--- config.mk ---
export PLATFORM = sky130hd
export DESIGN_NAME = sorted_request_queue_unit
export DESIGN_NICKNAME = d
export VERILOG_FILES = /design/src/design/srq_pkg.sv /design/src/design/sorted_request_queue_unit.sv /design/src/design/srq_datapath.sv /design/src/design/srq_controller.sv
export SDC_FILE = /design/constraint.sdc
export NUM_CORES = 2
export LEC_CHECK = 0
export ABC_CLOCK_PERIOD_IN_PS = 7800
export BUFFER_PORTS_ARGS = -buffer_cell sky130_fd_sc_hd__buf_2
export CORE_ASPECT_RATIO = 2
export CORE_MARGIN = 2
export CORE_UTILIZATION = 57
export DETAILED_ROUTE_END_ITERATION = 12
export PLACE_DENSITY_LB_ADDON = 0.15
export SLEW_MARGIN = 20
export SYNTH_ARGS = -nofsm -noshare
export SYNTH_HDL_FRONTEND = slang
export SYNTH_HIERARCHICAL = 1
export SYNTH_SLANG_ARGS = --single-unit
--- constraint.sdc ---
create_clock -name clk -period 7.8 [get_ports clk]
set_input_delay 0 -clock clk [delete_from_list [all_inputs] [get_ports clk]]
set_output_delay 0 -clock clk [all_outputs]
set_load 0.02 [all_outputs]
--- src/design/srq_pkg.sv ---
// ----------------------------------------------------------------------------
// Sorted request queue package
// Shared field widths, operation and status codes, word types and the
// command and status bundles between the controller and the datapath.
// ----------------------------------------------------------------------------
package srq_pkg;

    localparam int OP_W  = 3;
    localparam int TAG_W = 8;
    localparam int SEC_W = 48;
    localparam int LEN_W = 16;
    localparam int KEY_W = 49;
    localparam int ST_W  = 2;
    localparam int OCC_W = 6;

    localparam logic [OP_W-1:0] OP_ADD      = 3'd0;
    localparam logic [OP_W-1:0] OP_DISPATCH = 3'd1;
    localparam logic [OP_W-1:0] OP_REMOVE   = 3'd2;
    localparam logic [OP_W-1:0] OP_FORMER   = 3'd3;
    localparam logic [OP_W-1:0] OP_LATTER   = 3'd4;

    localparam logic [ST_W-1:0] ST_OK     = 2'd0;
    localparam logic [ST_W-1:0] ST_EMPTY  = 2'd1;
    localparam logic [ST_W-1:0] ST_ABSENT = 2'd2;
    localparam logic [ST_W-1:0] ST_FULL   = 2'd3;

    typedef struct packed {
        logic [OP_W-1:0]  operation;
        logic [TAG_W-1:0] request_tag;
        logic [SEC_W-1:0] start_sector;
        logic [LEN_W-1:0] length_sectors;
    } req_t;

    typedef struct packed {
        logic [ST_W-1:0]  status;
        logic [TAG_W-1:0] result_tag;
        logic [SEC_W-1:0] result_sector;
        logic [OCC_W-1:0] occupancy;
    } rsp_t;

    typedef struct packed {
        logic [KEY_W-1:0] key;
        logic [SEC_W-1:0] start;
        logic [TAG_W-1:0] tag;
    } entry_t;

    typedef enum logic [1:0] {
        RD_IDX,
        RD_PREV,
        RD_NEXT
    } rd_sel_t;

    typedef struct packed {
        logic            capture;
        logic            idx_load_count;
        logic            idx_inc;
        logic            idx_dec;
        logic            rd_en;
        rd_sel_t         rd_sel;
        logic            wr_en;
        logic            wr_new;
        logic            cnt_inc;
        logic            cnt_dec;
        logic            save_prev;
        logic            res_tag_rd;
        logic            res_sec_rd;
        logic            res_tag_prev;
        logic            finish;
        logic [ST_W-1:0] fin_status;
    } ctl_cmd_t;

    typedef struct packed {
        logic [OP_W-1:0] operation;
        logic            empty;
        logic            full;
        logic            idx_zero;
        logic            idx_top;
        logic            idx_end;
        logic            key_gt;
        logic            tag_eq;
    } dp_stat_t;

endpackage

--- src/design/sorted_request_queue_unit.sv ---
// ----------------------------------------------------------------------------
// Sorted request queue unit
// Bounded queue of disk requests kept in ascending end-sector order, with
// add, dispatch, remove by tag and neighbor lookup.
// ----------------------------------------------------------------------------
// A word is taken at a rising edge where start is high and busy is low. Its
// result is on result for exactly one cycle with done high, and the receiver
// cannot stall it. busy is already low in that result cycle, so the next word
// may be taken there. All entry traffic goes through one memory port with
// registered read data, so each entry walked takes a read and a compare or
// write state. A full add, an empty queue or an unused operation finishes
// straight from the decode state. An add takes longer with each entry it moves
// up, a dispatch or remove with each entry held, and a lookup with the position
// of its tag. The worst case is a remove on a full queue.
module sorted_request_queue_unit #(
    parameter int QUEUE_DEPTH = 32
) (
    input  logic          clk,
    input  logic          rst_n,
    input  logic          start,
    output logic          busy,
    input  srq_pkg::req_t request,
    output logic          done,
    output srq_pkg::rsp_t result
);

    srq_pkg::ctl_cmd_t cmd;
    srq_pkg::dp_stat_t stat;

    srq_controller u_controller (
        .clk   (clk),
        .rst_n (rst_n),
        .start (start),
        .busy  (busy),
        .stat  (stat),
        .cmd   (cmd)
    );

    srq_datapath #(
        .QUEUE_DEPTH (QUEUE_DEPTH)
    ) u_datapath (
        .clk     (clk),
        .rst_n   (rst_n),
        .request (request),
        .cmd     (cmd),
        .stat    (stat),
        .done    (done),
        .result  (result)
    );

endmodule

--- src/design/srq_datapath.sv ---
// ----------------------------------------------------------------------------
// Sorted request queue datapath
// Entry memory, walk index, entry count, request and result registers.
// ----------------------------------------------------------------------------
module srq_datapath #(
    parameter int QUEUE_DEPTH = 32
) (
    input  logic              clk,
    input  logic              rst_n,
    input  srq_pkg::req_t     request,
    input  srq_pkg::ctl_cmd_t cmd,
    output srq_pkg::dp_stat_t stat,
    output logic              done,
    output srq_pkg::rsp_t     result
);

    localparam int IDX_W = (QUEUE_DEPTH > 1) ? $clog2(QUEUE_DEPTH) : 1;
    localparam int CNT_W = $clog2(QUEUE_DEPTH + 1);
    localparam int OCC_W = srq_pkg::OCC_W;
    localparam int KEY_W = srq_pkg::KEY_W;

    srq_pkg::entry_t             mem [QUEUE_DEPTH];
    srq_pkg::entry_t             rd_data_reg;
    srq_pkg::entry_t             wr_data;
    srq_pkg::req_t               req_reg;
    logic [KEY_W-1:0]            key_reg;
    logic [CNT_W-1:0]            idx_reg;
    logic [CNT_W-1:0]            count_reg;
    logic [srq_pkg::TAG_W-1:0]   prev_tag_reg;
    logic [srq_pkg::TAG_W-1:0]   res_tag_reg;
    logic [srq_pkg::SEC_W-1:0]   res_sec_reg;
    logic                        done_reg;
    srq_pkg::rsp_t               result_reg;
    logic [CNT_W-1:0]            rd_cnt;
    logic [IDX_W-1:0]            rd_addr;
    logic [IDX_W-1:0]            wr_addr;
    logic [CNT_W:0]              idx_plus_one;

    always_comb
    begin
        case (cmd.rd_sel)
            srq_pkg::RD_PREV: rd_cnt = idx_reg - CNT_W'(1);
            srq_pkg::RD_NEXT: rd_cnt = idx_reg + CNT_W'(1);
            default:          rd_cnt = idx_reg;
        endcase
    end

    assign rd_addr      = rd_cnt[IDX_W-1:0];
    assign wr_addr      = idx_reg[IDX_W-1:0];
    assign idx_plus_one = {1'b0, idx_reg} + (CNT_W + 1)'(1);

    always_comb
    begin
        if (cmd.wr_new)
        begin
            wr_data.key   = key_reg;
            wr_data.start = req_reg.start_sector;
            wr_data.tag   = req_reg.request_tag;
        end
        else
        begin
            wr_data = rd_data_reg;
        end
    end

    always_ff @(posedge clk)
    begin
        if (cmd.wr_en)
        begin
            mem[wr_addr] <= wr_data;
        end
        if (cmd.rd_en)
        begin
            rd_data_reg <= mem[rd_addr];
        end
    end

    always_ff @(posedge clk)
    begin
        if (cmd.capture)
        begin
            req_reg      <= request;
            key_reg      <= KEY_W'(request.start_sector) + KEY_W'(request.length_sectors);
            idx_reg      <= '0;
            prev_tag_reg <= '0;
            res_tag_reg  <= '0;
            res_sec_reg  <= '0;
        end
        else
        begin
            if (cmd.idx_load_count)
            begin
                idx_reg <= count_reg;
            end
            else if (cmd.idx_inc)
            begin
                idx_reg <= idx_reg + CNT_W'(1);
            end
            else if (cmd.idx_dec)
            begin
                idx_reg <= idx_reg - CNT_W'(1);
            end
            if (cmd.save_prev)
            begin
                prev_tag_reg <= rd_data_reg.tag;
            end
            if (cmd.res_tag_rd)
            begin
                res_tag_reg <= rd_data_reg.tag;
            end
            else if (cmd.res_tag_prev)
            begin
                res_tag_reg <= prev_tag_reg;
            end
            if (cmd.res_sec_rd)
            begin
                res_sec_reg <= rd_data_reg.start;
            end
        end
        if (cmd.finish)
        begin
            result_reg.status        <= cmd.fin_status;
            result_reg.result_tag    <= res_tag_reg;
            result_reg.result_sector <= res_sec_reg;
            result_reg.occupancy     <= OCC_W'(count_reg);
        end
    end

    always_ff @(posedge clk or negedge rst_n)
    begin
        if (!rst_n)
        begin
            count_reg <= '0;
            done_reg  <= 1'b0;
        end
        else
        begin
            done_reg <= cmd.finish;
            if (cmd.cnt_inc)
            begin
                count_reg <= count_reg + CNT_W'(1);
            end
            else if (cmd.cnt_dec)
            begin
                count_reg <= count_reg - CNT_W'(1);
            end
        end
    end

    assign stat.operation = req_reg.operation;
    assign stat.empty     = (count_reg == '0);
    assign stat.full      = (count_reg >= CNT_W'(QUEUE_DEPTH));
    assign stat.idx_zero  = (idx_reg == '0);
    assign stat.idx_top   = (idx_plus_one >= {1'b0, count_reg});
    assign stat.idx_end   = (idx_reg >= count_reg);
    assign stat.key_gt    = (rd_data_reg.key > key_reg);
    assign stat.tag_eq    = (rd_data_reg.tag == req_reg.request_tag);

    assign done   = done_reg;
    assign result = result_reg;

    // The count never goes past the depth.
    assert property (@(posedge clk) disable iff (!rst_n)
        count_reg <= CNT_W'(QUEUE_DEPTH))
        else $error("entry count exceeds queue depth");

    // An insert only happens while there is room.
    assert property (@(posedge clk) disable iff (!rst_n)
        cmd.cnt_inc |-> (count_reg < CNT_W'(QUEUE_DEPTH)) && !cmd.cnt_dec)
        else $error("insert into a full queue");

    // Every write lands inside the memory.
    assert property (@(posedge clk) disable iff (!rst_n)
        cmd.wr_en |-> (idx_reg < CNT_W'(QUEUE_DEPTH)))
        else $error("write index out of range");

    // A removal only happens when something is held.
    assert property (@(posedge clk) disable iff (!rst_n)
        cmd.cnt_dec |-> (count_reg != '0))
        else $error("removal from an empty queue");

endmodule

--- src/design/srq_controller.sv ---
// ----------------------------------------------------------------------------
// Sorted request queue controller
// Sequences inserts, pops, tag searches and shifts over the entry memory.
// ----------------------------------------------------------------------------
module srq_controller (
    input  logic              clk,
    input  logic              rst_n,
    input  logic              start,
    output logic              busy,
    input  srq_pkg::dp_stat_t stat,
    output srq_pkg::ctl_cmd_t cmd
);

    typedef enum logic [3:0] {
        S_IDLE,
        S_DECODE,
        S_ADD_CHK,
        S_ADD_CMP,
        S_DISP_WAIT,
        S_DROP_CHK,
        S_DROP_WR,
        S_SCAN_RD,
        S_SCAN_CMP,
        S_NEXT_WAIT,
        S_FIN
    } state_t;

    state_t state_reg;
    state_t state_next;

    always_comb
    begin
        state_next = state_reg;
        cmd        = '0;
        cmd.rd_sel = srq_pkg::RD_IDX;
        case (state_reg)
            S_IDLE:
            begin
                if (start)
                begin
                    cmd.capture = 1'b1;
                    state_next  = S_DECODE;
                end
            end
            S_DECODE:
            begin
                if (stat.operation == srq_pkg::OP_ADD)
                begin
                    if (stat.full)
                    begin
                        cmd.finish     = 1'b1;
                        cmd.fin_status = srq_pkg::ST_FULL;
                        state_next     = S_IDLE;
                    end
                    else
                    begin
                        cmd.idx_load_count = 1'b1;
                        state_next         = S_ADD_CHK;
                    end
                end
                else if (stat.operation == srq_pkg::OP_DISPATCH ||
                         stat.operation == srq_pkg::OP_REMOVE ||
                         stat.operation == srq_pkg::OP_FORMER ||
                         stat.operation == srq_pkg::OP_LATTER)
                begin
                    if (stat.empty)
                    begin
                        cmd.finish     = 1'b1;
                        cmd.fin_status = srq_pkg::ST_EMPTY;
                        state_next     = S_IDLE;
                    end
                    else if (stat.operation == srq_pkg::OP_DISPATCH)
                    begin
                        cmd.rd_en  = 1'b1;
                        state_next = S_DISP_WAIT;
                    end
                    else
                    begin
                        state_next = S_SCAN_RD;
                    end
                end
                else
                begin
                    cmd.finish     = 1'b1;
                    cmd.fin_status = srq_pkg::ST_OK;
                    state_next     = S_IDLE;
                end
            end
            S_ADD_CHK:
            begin
                if (stat.idx_zero)
                begin
                    cmd.wr_en   = 1'b1;
                    cmd.wr_new  = 1'b1;
                    cmd.cnt_inc = 1'b1;
                    state_next  = S_FIN;
                end
                else
                begin
                    cmd.rd_en  = 1'b1;
                    cmd.rd_sel = srq_pkg::RD_PREV;
                    state_next = S_ADD_CMP;
                end
            end
            S_ADD_CMP:
            begin
                cmd.wr_en = 1'b1;
                if (stat.key_gt)
                begin
                    cmd.idx_dec = 1'b1;
                    state_next  = S_ADD_CHK;
                end
                else
                begin
                    cmd.wr_new  = 1'b1;
                    cmd.cnt_inc = 1'b1;
                    state_next  = S_FIN;
                end
            end
            S_DISP_WAIT:
            begin
                cmd.res_tag_rd = 1'b1;
                cmd.res_sec_rd = 1'b1;
                state_next     = S_DROP_CHK;
            end
            S_DROP_CHK:
            begin
                if (stat.idx_top)
                begin
                    cmd.cnt_dec = 1'b1;
                    state_next  = S_FIN;
                end
                else
                begin
                    cmd.rd_en  = 1'b1;
                    cmd.rd_sel = srq_pkg::RD_NEXT;
                    state_next = S_DROP_WR;
                end
            end
            S_DROP_WR:
            begin
                cmd.wr_en   = 1'b1;
                cmd.idx_inc = 1'b1;
                state_next  = S_DROP_CHK;
            end
            S_SCAN_RD:
            begin
                if (stat.idx_end)
                begin
                    cmd.finish     = 1'b1;
                    cmd.fin_status = srq_pkg::ST_ABSENT;
                    state_next     = S_IDLE;
                end
                else
                begin
                    cmd.rd_en  = 1'b1;
                    state_next = S_SCAN_CMP;
                end
            end
            S_SCAN_CMP:
            begin
                if (!stat.tag_eq)
                begin
                    cmd.save_prev = 1'b1;
                    cmd.idx_inc   = 1'b1;
                    state_next    = S_SCAN_RD;
                end
                else if (stat.operation == srq_pkg::OP_REMOVE)
                begin
                    state_next = S_DROP_CHK;
                end
                else if (stat.operation == srq_pkg::OP_FORMER)
                begin
                    if (stat.idx_zero)
                    begin
                        cmd.finish     = 1'b1;
                        cmd.fin_status = srq_pkg::ST_ABSENT;
                        state_next     = S_IDLE;
                    end
                    else
                    begin
                        cmd.res_tag_prev = 1'b1;
                        state_next       = S_FIN;
                    end
                end
                else
                begin
                    if (stat.idx_top)
                    begin
                        cmd.finish     = 1'b1;
                        cmd.fin_status = srq_pkg::ST_ABSENT;
                        state_next     = S_IDLE;
                    end
                    else
                    begin
                        cmd.rd_en  = 1'b1;
                        cmd.rd_sel = srq_pkg::RD_NEXT;
                        state_next = S_NEXT_WAIT;
                    end
                end
            end
            S_NEXT_WAIT:
            begin
                cmd.res_tag_rd = 1'b1;
                state_next     = S_FIN;
            end
            S_FIN:
            begin
                cmd.finish     = 1'b1;
                cmd.fin_status = srq_pkg::ST_OK;
                state_next     = S_IDLE;
            end
            default:
            begin
                state_next = S_IDLE;
            end
        endcase
    end

    always_ff @(posedge clk or negedge rst_n)
    begin
        if (!rst_n)
        begin
            state_reg <= S_IDLE;
        end
        else
        begin
            state_reg <= state_next;
        end
    end

    assign busy = (state_reg != S_IDLE);

    // A word is only taken while the controller is idle.
    assert property (@(posedge clk) disable iff (!rst_n)
        cmd.capture |-> (state_reg == S_IDLE))
        else $error("word captured while busy");

    // Every finish returns the controller to idle.
    assert property (@(posedge clk) disable iff (!rst_n)
        cmd.finish |=> (state_reg == S_IDLE))
        else $error("finish without return to idle");

    // Memory is never read and written in the same cycle.
    assert property (@(posedge clk) disable iff (!rst_n)
        !(cmd.rd_en && cmd.wr_en))
        else $error("read and write collide");

endmodule

Word-level counts from Yosys, hierarchy flattened:

Memories as Yosys holds them, arrays and structs flattened. A register that Yosys moved wholly into a read port is not among the register bits.
Cells that the tools add are included.

* mux-type cells: 71
* reductions and logical operators: 14
* order comparisons: 4
* equal/unequal tests: 18
* $add $sub $neg: 6

Operator list (number)
* $mux 105: 1
* $mux 4: 15
* $add 48x16->49: 1
* $gt 49x49->1: 1
* $mux 3: 14
* $pmux 4 s9: 1
* $mux 6: 5
* $mux 1: 23
* $eq 4x3->1 const B: 4
* $mux 8: 2
* $add 6x1->6 const B: 2
* $eq 4x4->1 const B: 3
* $logic_not 6->1: 2
* $pmux 3 s4: 1
* $sub 6x1->6 const B: 2
* $pmux 5 s2: 1
* $eq 4x2->1 const B: 2
* $eq 8x8->1: 1
* $add 6x1->7 const B: 1
* $ge 7x6->1: 1
* $eq 3x2->1 const B: 2
* $ge 6x6->1: 1
* $ge 6x6->1 const B: 1
* $mux 2: 3
* other kinds (17): 23

* flip-flop bits (word level): 253
* memories: 1
* memory bits (writable): 3360
* word-level logic and storage cells: 129
* input bits: 78
* output and inout port bits: 66

Memories
* u_datapath.mem: depth 32, bits a word 105, rd ports 1, clocked after memory_dff 1, write ports 1, RTL line srq_datapath.sv:22 `srq_pkg::entry_t mem [QUEUE_DEPTH];`

Longest topological paths before layout:

* depth in word-level cells: 9
* mapped depth: 24
* gate-level depth less buffers: 20

Cells and area by module:

The synthesis kept the hierarchy.

Modules (own cells, without submodules)
* srq_datapath: instances 1, sequential area each 110791.3 µm², area each 149636.0 µm², cells each 10026
* srq_controller: instances 1, sequential area each 100.1 µm², area each 680.7 µm², cells each 92

Least setup slack after synthesis:

OpenSTA, ideal clock, no wires.

* path kind: reg2reg
* start point: reg u_datapath.idx_reg[0]
* end point: reg u_datapath/rd_data_reg[0] (netlist name)
* clock period less this slack: 7.227 ns
* arrival time: 6.645 ns
* setup slack: 0.573 ns
* cell stages (with the launch flop): 12
* library setup time: 0.582 ns
* path buffers: 0
* data required time: 7.218 ns
* cell sequence: dfxtp_1 -> inv_1 -> ha_1 -> ha_1 -> a21boi_0 -> o21ai_0 -> nand2b_1 -> a21oi_1 -> nor2b_1 -> o21ai_0 -> nand2_1 -> o21ai_1

RTL lines
* from (decl): RTL line srq_datapath.sv:27 `logic [CNT_W-1:0] idx_reg;`
* from (signal assigned): RTL line srq_datapath.sv:93 `idx_reg <= count_reg;`
* from (signal assigned): RTL line srq_datapath.sv:97 `idx_reg <= idx_reg + CNT_W'(1);`
* from (signal assigned): RTL line srq_datapath.sv:101 `idx_reg <= idx_reg - CNT_W'(1);`

==> summary.txt <==
outcome = finished clean
Mapped Area = 150,000 um2
wire per inst = 32.1 um
Vias = 92.9k
GRT overflow = 0
Setup TNS = 0 ns
Sw Ratio = 0.344
clk_skew = 0.0439 ns
DP Wirelength = 239,000 um
Setup-failing EPs final = 0
Leakage = 55.8 nW
pwr dens = 377 nW/um2
chip width = 367 um
critical path type = reg -> reg
largest net degree at the start of global routing = 132
Max VDD drop = 0.404 mV
Resize count post-CTS = 0
Ys Warns = 6
Sw Pwr = 0.0217 W
fmax = 148 MHz
EDFF count, synth = 3,637
post-route ant nets = 0
CTS H-tree lvls = 5
CTS Buf Count = 318
share of layout cells above drive strength 1 = 0.103
CTS tree = yes
Syn Area/Cell = 14.9 um2
Die Ht = 730 um
slew margin rel. = 0.204
final hold violation count = 0
RSZ-0062 raised after global routing = false
Worst Setup Start Kind = register
number of distinct library cells after synthesis = 78
Critical Path RT = 8.43 ns
period utilisation layout = 0.868
slowest stage delay, CP = 0.74 ns
crit-path max FO = 37
Initial DRC Count = 11.6k
fill cell count = 18.8k
standard-cell rows = 266
final WL = 452,000 um
ys flop type = edfxtp_1
Synth area leader = edfxtp_1
highest-count cells in the layout ignoring fill and taps = 3,637 x edfxtp_1, 1,283 x nand2_1, 1,239 x a211oi_1
Least-Margin Pin Slew = 1.19 ns
Min Clock Period, post-route = 6.77 ns
most used cell, CP = ha_1
FF-to-FF Start = u_datapath/idx_reg[0]
min-delay worst type = in -> reg
CP max stage cell = nor4_1
CTS Buffer Depth = 4
CP endpoint kind = register
Die ar. = 268,000 um2
clk sinks = 3,718
Layout Nets = 10.5k
GPL Wtd Cong = 0.852
sequential power share = 0.456
syn nets = 10.3k
Area after DPL = 156,000 um2
max FFs per register = 3,360
first-pass GRT wire length = 639,000 um
#FFs+latches synth = 3,718
clock latency on the worst-skew pair = 0.91 ns
WP data arrival = 7.40 ns
number of global-route vias before repair = 90.6k
num ports = 144
Hold Crit Start = request[43]
clk slew on worst S/H paths = 0.07 ns
post-synth top area share = 0.727
core area = 262,000 um2
Clock power frac = 0.254
Final Max Slew Viols = 0
Starting Density = 0.573
post-synthesis async set-or-reset flop share = 0.00296
Post-route DRC = 0
Int Pwr = 0.0415 W
cell count after synthesis = 10.1k
most common cell after layout, fill and taps aside = edfxtp_1
initial antenna violation count = 23
Area Growth Syn to Fin = 11.6%
combinational fraction of design power = 0.290
drt pass-1 iters = 8
design area = 168,000 um2
crit path from = u_datapath/idx_reg[0]
Root Driver = clkbuf_16
Tot GR Track Use = 0.331
cells along the critical path = inv_1 -> ha_1 -> ha_1 -> a21boi_0 -> o21ai_0 -> nand2b_1 -> a21oi_1 -> nor2b_1 -> o21ai_0 -> nand2_1 -> nor2_1 -> ha_1 -> a22oi_1 -> nor2_4 -> a21o_4 -> buf_12 -> buf_4 -> mux2i_1 -> a211oi_1 -> nor4_1 -> buf_4 -> nand4_1
# Max-Cap Violations = 0
post-synthesis sequential area ratio = 0.738
Vias/cell = 6.61
Synth area leaders = edfxtp_1 73%, a211oi_1 6.2%, mux2i_1 5.3%
Buffers on Ports = 143
-- path summary, 6_finish.rpt --
| path | endpoint | slack, ns | cells past startpoint |
|---|---|---|---|
| worst max-delay path | u_datapath/rd_data_reg[80] | 1.03 | 22 |
| worst min-delay path | u_datapath/key_reg[27] | 0.04 | 3 |
| worst max register to register | u_datapath/rd_data_reg[80] | 1.03 | 22 |
| worst min register to register | u_datapath/result[16] | 0.43 | 0 |
| max in group asynchronous | u_controller/state_reg[1] | 7.15 | 3 |
| min in group asynchronous | u_datapath/done | 0.20 | 3 |
-- final cells by class --
type / instances / area, um2 / area share
flip-flops and latches: 3718 / 111000 / 0.661
multi-input cells: 5207 / 34800 / 0.207
clock buffers: 402 / 8530 / 0.0508
inverters: 490 / 1850 / 0.0110
repair buffers: 588 / 5700 / 0.0339
clock inverters: 160 / 1710 / 0.0102
well taps: 3484 / 4360 / 0.0260
diodes: 6 / 15.0 / 0.0000895
-- synthesized netlist by cell type (5+ instances only) --
| cell type | number |
|---|---|
| dfrtp_1 | 11 |
| edfxtp_1 | 3637 |
| and3_1 | 12 |
| nand3_1 | 847 |
| xor2_1 | 21 |
| ha_1 | 88 |
| buf_6 | 18 |
| or3_1 | 7 |
| inv_1 | 488 |
| o21a_1 | 5 |
| clkbuf_1 | 377 |
| mux2i_1 | 803 |
| nand2_1 | 1286 |
| buf_1 | 53 |
| xnor2_1 | 46 |
| and2_1 | 5 |
| a22oi_1 | 5 |
| a21oi_1 | 54 |
| dfxtp_1 | 70 |
| nand4_1 | 126 |
| a211oi_1 | 1240 |
| o21bai_1 | 6 |
| mux2_2 | 110 |
| nor3b_1 | 5 |
| o21ai_0 | 28 |
| nor2b_1 | 11 |
| nor2_1 | 156 |
| and4_1 | 5 |
| nor4_1 | 110 |
| buf_4 | 49 |
| nor3_1 | 14 |
| nand2b_1 | 8 |
| buf_2 | 206 |
| a32oi_1 | 108 |
| a21o_1 | 28 |
| mux4_2 | 9 |
-- kinds of logic (layout without fill, tap and decap cells) --
| group | Yosys count | after routing | synth area share |
|---|---|---|---|
| buffers and inverters | 1193 | 1640 | 0.0336 |
| other | 0 | 6 | 0 |
| adder cells (fa/ha/maj) | 90 | 90 | 0.00759 |
| AO/OA/AOI/OAI | 1512 | 1512 | 0.0756 |
| multiplexers | 925 | 925 | 0.0633 |
| flip-flops | 3718 | 3718 | 0.738 |
| XOR/XNOR | 67 | 67 | 0.00390 |
| AND/OR/NAND/NOR | 2613 | 2613 | 0.0783 |
-- repair_timing --
item	in CTS	in global routing
hold buffers	144	0
buffers inserted	0	0
endpoints found under the hold margin	153	0
-- metrics by stage --
stage	power [W]	setup WS [ns]	hold slack, ns	utilization	cells
floorplan	0.0400	0.573	-0.296	-	10118
global placement	0.0467	1.04	-0.0829	0.595	13341
detailed placement	0.0472	1.09	-0.0755	0.595	13343
CTS	0.0630	1.05	0.000149	0.640	14049
global route	0.0652	0.624	0.0383	0.640	14050
finish	0.0632	1.03	0.0359	0.640	14055
-- metal layers --
layer / share of wire / GRT usage / wire, um
met4: 0.060 / 0.174 / 27200
met2: 0.50 / 0.572 / 227000
met5: 0.00036 / 0 / 164
met3: 0.091 / 0.0514 / 41100
met1: 0.35 / 0.403 / 157000
-- critical path: cells and delay by family, from the launching register on --
kind	cells	cell delay, ns
DFF	1	0.54
and+or+nand+nor	7	1.85
buffers and inverters	4	1.14
adders and majority gates	3	1.05
AOI/OAI and AO/OA	7	1.57
muxes	1	0.23
-- power by group through the flow --
stage	clock network, W	registers, W	logic (W)
CTS	0.0162	0.0288	0.0180
global placement	0	0.0292	0.0175
global route	0.0169	0.0289	0.0195
detailed placement	0	0.0292	0.0179
finish	0.0160	0.0289	0.0183
floorplan	0	0.0287	0.0114
No activity file was read; power rests on OpenSTA's default activity.
